===== src/sv/ilie_pkg.sv =====
`timescale 1ns / 1ps
`default_nettype none

package ilie_pkg;

  localparam int unsigned KIND_W   = 3;
  localparam int unsigned POS_W    = 6;
  localparam int unsigned VALUE_W  = 32;
  localparam int unsigned STATUS_W = 2;
  localparam int unsigned COUNT_W  = 7;
  localparam int unsigned IN_W     = 40;
  localparam int unsigned OUT_W    = 24;

  typedef enum logic [KIND_W-1:0] {
    KIND_APPEND = 3'd0,
    KIND_INSERT = 3'd1,
    KIND_ERASE  = 3'd2,
    KIND_DROP   = 3'd3,
    KIND_FIND   = 3'd4,
    KIND_CLEAR  = 3'd5
  } kind_e;

  typedef enum logic [STATUS_W-1:0] {
    ST_OK    = 2'd0,
    ST_RANGE = 2'd1,
    ST_EMPTY = 2'd2,
    ST_FULL  = 2'd3
  } status_e;

  typedef enum logic {
    S_IDLE = 1'b0,
    S_EXEC = 1'b1
  } state_e;

  typedef struct packed {
    logic load;
    logic shift_up;
    logic shift_down;
    logic compare;
  } cell_ctl_t;

endpackage

`default_nettype wire


===== src/sv/ilie_cell.sv =====
`timescale 1ns / 1ps
`default_nettype none

module ilie_cell
  import ilie_pkg::*;
(
  input  wire logic               clk_i,
  input  wire cell_ctl_t          ctl_i,
  input  wire logic [VALUE_W-1:0] value_i,
  input  wire logic [VALUE_W-1:0] prev_i,
  input  wire logic [VALUE_W-1:0] next_i,
  output logic      [VALUE_W-1:0] entry_o,
  output logic                    match_o
);

  logic [VALUE_W-1:0] entry_q;
  logic               match_q;

  always_ff @(posedge clk_i) begin
    if (ctl_i.load) begin
      entry_q <= value_i;
    end else if (ctl_i.shift_up) begin
      entry_q <= prev_i;
    end else if (ctl_i.shift_down) begin
      entry_q <= next_i;
    end
    if (ctl_i.compare) begin
      match_q <= (entry_q == value_i);
    end
  end

  assign entry_o = entry_q;
  assign match_o = match_q;

endmodule

`default_nettype wire


===== config.mk =====
export PLATFORM = sky130hd
export DESIGN_NAME = ilie_cell
export DESIGN_NICKNAME = d
export VERILOG_FILES = /design/src/sv/ilie_pkg.sv /design/src/sv/ilie_cell.sv
export SDC_FILE = /design/constraint.sdc
export NUM_CORES = 1
export LEC_CHECK = 0
export BUFFER_PORTS_ARGS = -buffer_cell sky130_fd_sc_hd__buf_2
export CORE_ASPECT_RATIO = 0.5
export CORE_MARGIN = 1.5
export CORE_UTILIZATION = 38
export DETAILED_ROUTE_END_ITERATION = 8
export PLACE_DENSITY = 0.74
export SLEW_MARGIN = 20
export SYNTH_ARGS = -nofsm -noshare
export SYNTH_HDL_FRONTEND = slang
export SYNTH_SLANG_ARGS = --single-unit

===== constraint.sdc =====
create_clock -name clk_i -period 1.3 [get_ports clk_i]
set_input_delay 0.065 -clock clk_i [delete_from_list [all_inputs] [get_ports clk_i]]
set_output_delay 0.065 -clock clk_i [all_outputs]
set_load 0.01 [all_outputs]

# After elaboration in Yosys (flattened, before gate mapping)
# Cells that the tools add are included.
[totals]
regBits = 33
inputBits = 101
out_inout_bits = 33
[op_classes]
eq_ne = 1
muxes = 3
n_reduce_logical = 1
[ops]
columns = ["operator", "n"]
rows = [
  ["32-bit 2-to-1 mux", 3],
  ["32-bit equality test", 1],
  ["3-bit nonzero test", 1],
]

# Depth between registers and ports, before layout
# Gate-level depths: netlist of the first run.
[logic_depth]
word_depth = 3
depth_mapped = 4
ltp_nobuf = 4

# Worst setup path before layout of the first run
# No wires, ideal clock.
[synth_timing]
path_kind = "input-to-reg"
start = "in ctl_i[2] (netlist bit)"
end = "reg entry_q[0] (netlist: entry_o[0]), enable pin"
setup_time_ps = 414
arrival_ps = 979
t_required_ps = 886
slack_ps = -93
stages = 2
n_path_buf = 1
cell_sequence = "buf_4 or3_1"
[synth_between]
elab_chain_len = 1
[synth_lines]
columns = ["element", "line_no", "rtl"]
rows = [
  ["from (decl)", "ilie_cell.sv:8", "input wire cell_ctl_t ctl_i,"],
  ["3-bit nonzero test (no line)", "--", ""],
  ["to (signal assigned)", "ilie_cell.sv:21", "entry_q <= value_i;"],
  ["to (signal assigned)", "ilie_cell.sv:23", "entry_q <= prev_i;"],
  ["to (signal assigned)", "ilie_cell.sv:25", "entry_q <= next_i;"],
  ["to (decl)", "ilie_cell.sv:16", "logic [VALUE_W-1:0] entry_q;"],
]
# Every way passes these cells.
# A chain may end at the register's enable or synchronous reset.

# Worst setup path in the final report of the first run
[layout_timing]
start = "reg entry_q[31] (netlist: entry_o[31])"
end = "reg match_q (netlist: match_o), data pin"
[layout_between]
elab_chain_len = 1
[layout_lines]
columns = ["element", "line_no", "rtl"]
rows = [
  ["32-bit equality test", "ilie_cell.sv:28", "match_q <= (entry_q == value_i);"],
  ["to (signal assigned)", "ilie_cell.sv:28", ""],
  ["to (decl)", "ilie_cell.sv:17", "logic match_q;"],
]
# Every way passes these cells.

==> results of run 1 <==
sequential cells by signal, summed over array words and instances, names as in the netlist:
signal,count
entry_o,32
match_o,1
per-stage QoR:
step	utilization (%)	setup TNS (ns)	worst slack [ns]	cell area (um2)	hold WS, ns
floorplan	-	0	0.113	2020	0.177
global placement	54.7	-0.0366	-0.0366	2750	0.279
detailed placement	54.7	-0.0935	-0.0935	2750	0.272
CTS	56.4	-0.0911	-0.0911	2830	0.0826
global route	56.6	-0.170	-0.170	2840	0.0996
finish	56.6	-0.0906	-0.0906	2840	0.0869
layer usage:
metal  routed length [um]  share of wire (%)  global-route usage (%)  vias to the layer above
li1                     -                  -                       -                      929
met1                 2290                 43                    20.9                      883
met2                 2780                 52                    33.9                       55
met3                  213                4.0                    3.81                        8
met4                   64                1.2                    5.63                        0
met5                    0                  0                       0                        -
final cells by class:
class	instances	share of cell area (%)
clock inverter	1	0.176
clock buffer	5	2.42
sequential	33	34.8
tap	70	3.08
multi-input combinational	140	34.1
timing repair buffer	140	25.3
cells in the mapped netlist:
cell type / number
edfxtp_1: 33
mux2i_1: 32
nand2_1: 32
o21ai_0: 32
xor2_1: 32
nor4_1: 8
clkbuf_1: 5
buf_6: 3
buf_2: 2
nand4_1: 2
buf_4: 1
nor2_1: 1
or3_1: 1
worst max-delay path, stage by stage (launching register included):
cell,delay (ns)
edfxtp_1,0.40
xor2_1,0.16
nor4_1,0.32
buf_4,0.17
nand4_1,0.08
nor2_1,0.13
how the worst max path moves through the flow:
stage                        endpoint  slack (ns)  cells after the start
global placement    match_o$_DFFE_PP_       -0.04                      4
finish              match_o$_DFFE_PP_       -0.09                      5
detailed placement  match_o$_DFFE_PP_       -0.09                      5
floorplan           match_o$_DFFE_PP_        0.11                      4
global route        match_o$_DFFE_PP_       -0.17                      5
CTS                 match_o$_DFFE_PP_       -0.09                      5
repair_timing:
action,CTS,global route
hold buffers,1,0
resized for setup,0,2
setup endpoints to repair,1,1
endpoints found under the hold margin,1,0
pin swaps,2,0
logic make-up (layout without fill, tap and decap cells):
logic type / Yosys count / after routing / synth area share, %
flip-flops: 33 / 33 / 49.2
buffers and inverters: 11 / 146 / 3.48
multiplexers: 32 / 32 / 15.9
XOR/XNOR: 32 / 32 / 13.9
AO/OA/AOI/OAI: 32 / 32 / 7.95
AND/OR/NAND/NOR: 44 / 44 / 9.57
where the power goes:
| part | switching [mW] | internal (mW) |
|---|---|---|
| logic | 0.365 | 0.344 |
| clock network | 0.349 | 0.352 |
| registers | 0.0776 | 1.32 |
==> reports/metrics.csv, run 1 <==
metric,value,unit
Cell Pwr Density,986,nW/um2
Residual DRC,0,
failing checks,negative setup slack,
most frequent cells in the layout,"133 x buf_2, 33 x edfxtp_1",
Critical Path AT,1.52,ns
Fmax,719,MHz
clk sinks,33,
global placer's final weighted congestion,0.756,
critical path class,reg2reg,
Post-Syn Instances,184,
reg-to-reg startpoint,entry_o[31]$_DFFE_PP_,
post-route ant nets,0,
Total Nets Final,421,
final critical-path required period,1.39,ns
Hold Path Sink,entry_o[29]$_DFFE_PP_,
Layout area overhead,41.2,%
worst vdd ir,0.454,mV
share of layout cells above drive strength 1,46.4,%
Die W,106,um
relative max-transition margin,65.3,%
Ports,134,
Synth area leaders,"edfxtp_1 49%, mux2i_1 16%, xor2_1 14%, o21ai_0 8.0%, nand2_1 6.0%",
Pre-antenna DRT Iters,4,
CTS tree,done,
Crit Path Max Fanout,2,
post-synth top area cell,edfxtp_1,
htree depth,2,
Starting Density,40.1,%
Multi-input gate area,971,um2
P_leak,1.40,nW
root buffer cell,clkbuf_8,
Final Hold Fails,0,
Mapped Area,2010,um2
worst reg-to-reg path cell count,5,
final setup violation count,1,
n_diodes,0,
CP endpoint kind,flop,
RSZ-0062 raised after global routing,true,
synth unique cells,13,
Sequential Area,991,um2
first-pass GRT wire length,7.82,mm
Seq cells post-synth,33,
hold depth,3,
WL/cell,13.7,um
Vias/cell,4.82,
worst-margin pin slew,0.521,ns
vias,1875,
Die Area,5770,um2
reg2reg setup slack,-0.09,ns
hold path start,value_i[29],
vias in the first global route,1760,
"commonest non-fill, non-tap cell in the layout",buf_2,
area of the core,5020,um2
Syn. warnings,0,
"Clk pin slew, worst setup/hold paths",0.07,ns
GR Util All Layers,17.8,%
Setup WS post-layout,-0.0906,ns
synthesized area per cell,10.9,um2
DRT iter0 DRCs,63,
RR Endpoint,match_o$_DFFE_PP_,
clock skew,0.00420,ns
fin crit share,107,%
largest net degree at the start of global routing,65,
# Post-CTS Setup Buffers,0,
total CTS buffers,5,
Clock Path Buffers,2,
Pins Over Slew Limit,0,
initial antenna violation count,0,
startpoint types,flop,
fillers,454,
crit path launch,entry_o[31]$_DFFE_PP_,
Detailed Place HPWL,4.28,mm
input/output buffers,133,
row cnt,18,
Worst EP required,1.43,ns
max_cap viols,0,
DRT Wirelength,5.35,mm
grt ovf,0,
dpl cells,382,
Hold Crit Class,in2reg,
Synthesized Nets,285,
post-route insts no fill,389,
status,"finished, violations left",
top cell type's share of synthesized area,49.2,%
post-synthesis sequential area ratio,49.2,%
Tot Pwr,2.80,mW
die height,54.5,um
worst skew pair latency,0.27,ns
No activity file was read; power rests on OpenSTA's default activity.
==> run 2: changes to the inputs <==
--- a/config.mk
+++ b/config.mk
@@ -11,7 +11,9 @@
 export CORE_UTILIZATION = 38
 export DETAILED_ROUTE_END_ITERATION = 8
 export PLACE_DENSITY = 0.74
+export SKIP_CTS_REPAIR_TIMING = 1
 export SLEW_MARGIN = 20
 export SYNTH_ARGS = -nofsm -noshare
 export SYNTH_HDL_FRONTEND = slang
 export SYNTH_SLANG_ARGS = --single-unit
+export TNS_END_PERCENT = 10
==> run 2 against run 1 <==
  * The flow still finishes with violations (negative setup slack)
  * Clock-buffer cell count stayed put
  * Setup slack better by 0.0083 ns
  * First-iteration DRC count stayed put
  * Via count is 0.59% higher
  * Flip-flop and latch count stayed put
  * Cell count stayed put
  * Utilization stayed put
  * Critical path depth stayed put
  * Sequential power hardly changed
  * Non-clock buffer count stayed put
  * Highest routed layer unchanged
==> reports/metrics.csv, run 2 (synthesis gave the netlist of run 1 again) <==
metric,value,unit
crit-path cells,xor2_1 > nor4_1 > buf_4 > nand4_1 > nor2_1,
final setup violation count,1,
Critical Path AT,1.52,ns
"Clk pin slew, worst setup/hold paths",0.07,ns
Layout area overhead,41.2,%
largest net degree at the start of global routing,65,
"commonest non-fill, non-tap cell in the layout",buf_2,
placed cell area,2750,um2
setup TNS,-0.0823,ns
Die Area,5770,um2
grt ovf,0,
most frequent cells in the layout,"133 x buf_2, 33 x edfxtp_1",
RSZ-0062 raised after global routing,true,
worst vdd ir,0.457,mV
n_diodes,0,
area of the core,5020,um2
htree depth,2,
slowest cell on the critical path,edfxtp_1,
GR Util All Layers,17.7,%
Residual DRC,0,
input/output buffers,133,
startpoint types,flop,
DRT iter0 DRCs,63,
failing checks,negative setup slack,
Setup WS post-layout,-0.0823,ns
hold path start,value_i[29],
Starting Density,40.1,%
Final Util,56.6,%
worst skew pair latency,0.28,ns
Fmax,723,MHz
Pre-antenna DRT Iters,5,
global placer's final weighted congestion,0.756,
Detailed Place HPWL,4.28,mm
fin area,2840,um2
Vias/cell,4.85,
reg2reg setup slack,-0.08,ns
RR Endpoint,match_o$_DFFE_PP_,
dpl cells,382,
Die W,106,um
post-route ant nets,0,
final critical-path required period,1.38,ns
CTS tree,done,
Pins Over Slew Limit,0,
"slowest stage delay, CP",0.40,ns
fin crit share,106,%
Crit Path Max Fanout,2,
post-route insts no fill,389,
first-pass GRT wire length,7.80,mm
Hold Path Sink,entry_o[29]$_DFFE_PP_,
Cell Pwr Density,986,nW/um2
Tot Pwr,2.80,mW
flip-flop count of the largest register after layout,32,
max_cap viols,0,
clk sinks,33,
total CTS buffers,5,
Final Hold Fails,0,
DRT Wirelength,5.38,mm
worst-margin pin slew,0.525,ns
reg-to-reg startpoint,entry_o[31]$_DFFE_PP_,
Hold Crit Class,in2reg,
vias in the first global route,1756,
critical path class,reg2reg,
row cnt,18,
root buffer cell,clkbuf_8,
WL/cell,13.8,um
Clock Path Buffers,2,
clock skew,0.00674,ns
initial antenna violation count,0,
worst reg-to-reg path cell count,5,
P_leak,1.40,nW
CP endpoint kind,flop,
status,"finished, violations left",
share of layout cells above drive strength 1,46.4,%
Worst EP required,1.43,ns
die height,54.5,um
relative max-transition margin,65.0,%
hold depth,3,
Total Nets Final,421,
vias,1886,
Ports,134,
## run 2: cell counts in the layout (fill, tap and decap cells not counted)
No cell type changed its count.
## run 2: power by group
group / switching, mW / internal (mW)
Clock: 0.351 / 0.352
Sequential: 0.0776 / 1.32
Combinational: 0.364 / 0.344
Total: 0.793 / 2.01
## run 2: how the worst max path moves through the flow
| stage | startpoint | end | slack [ns] | cells past startpoint |
|---|---|---|---|---|
| floorplan | entry_o[31]$_DFFE_PP_ | match_o$_DFFE_PP_ | 0.11 | 4 |
| global placement | entry_o[23]$_DFFE_PP_ | match_o$_DFFE_PP_ | -0.04 | 4 |
| detailed placement | entry_o[14]$_DFFE_PP_ | match_o$_DFFE_PP_ | -0.09 | 5 |
| CTS | entry_o[14]$_DFFE_PP_ | match_o$_DFFE_PP_ | -0.11 | 5 |
| global route | entry_o[31]$_DFFE_PP_ | match_o$_DFFE_PP_ | -0.17 | 5 |
| finish | entry_o[31]$_DFFE_PP_ | match_o$_DFFE_PP_ | -0.08 | 5 |
## run 2: cell type report
class | instances | area, um2
Fill cell | 454 | 2180
Sequential cell | 33 | 991
Multi-Input combinational cell | 140 | 971
Timing Repair Buffer | 140 | 721
Tap cell | 70 | 87.6
Clock buffer | 5 | 68.8
Clock inverter | 1 | 5.00
## run 2: worst max-delay path, delay by kind of cell (launching register included)
family	cells	cell delay [ns]
and+or+nand+nor	3	0.52
DFF	1	0.40
buffers and inverters	1	0.17
xor gates and xnor gates	1	0.15
## run 2: routing by layer
metal | vias up | GRT usage [%] | part of all wire, %
li1 | 929 | - | -
met2 | 69 | 33.5 | 52
met5 | - | 0 | 0
met1 | 878 | 20.7 | 42
met3 | 10 | 4.05 | 5.3
met4 | 0 | 5.63 | 1.5
## run 2: per-stage QoR
step	setup WS [ns]	hold slack [ns]
after detailed placement	-0.0935	0.272
after global routing	-0.170	0.0996
after floorplan	0.113	0.177
after global placement	-0.0366	0.279
final	-0.0823	0.0851
after CTS	-0.112	-0.0163
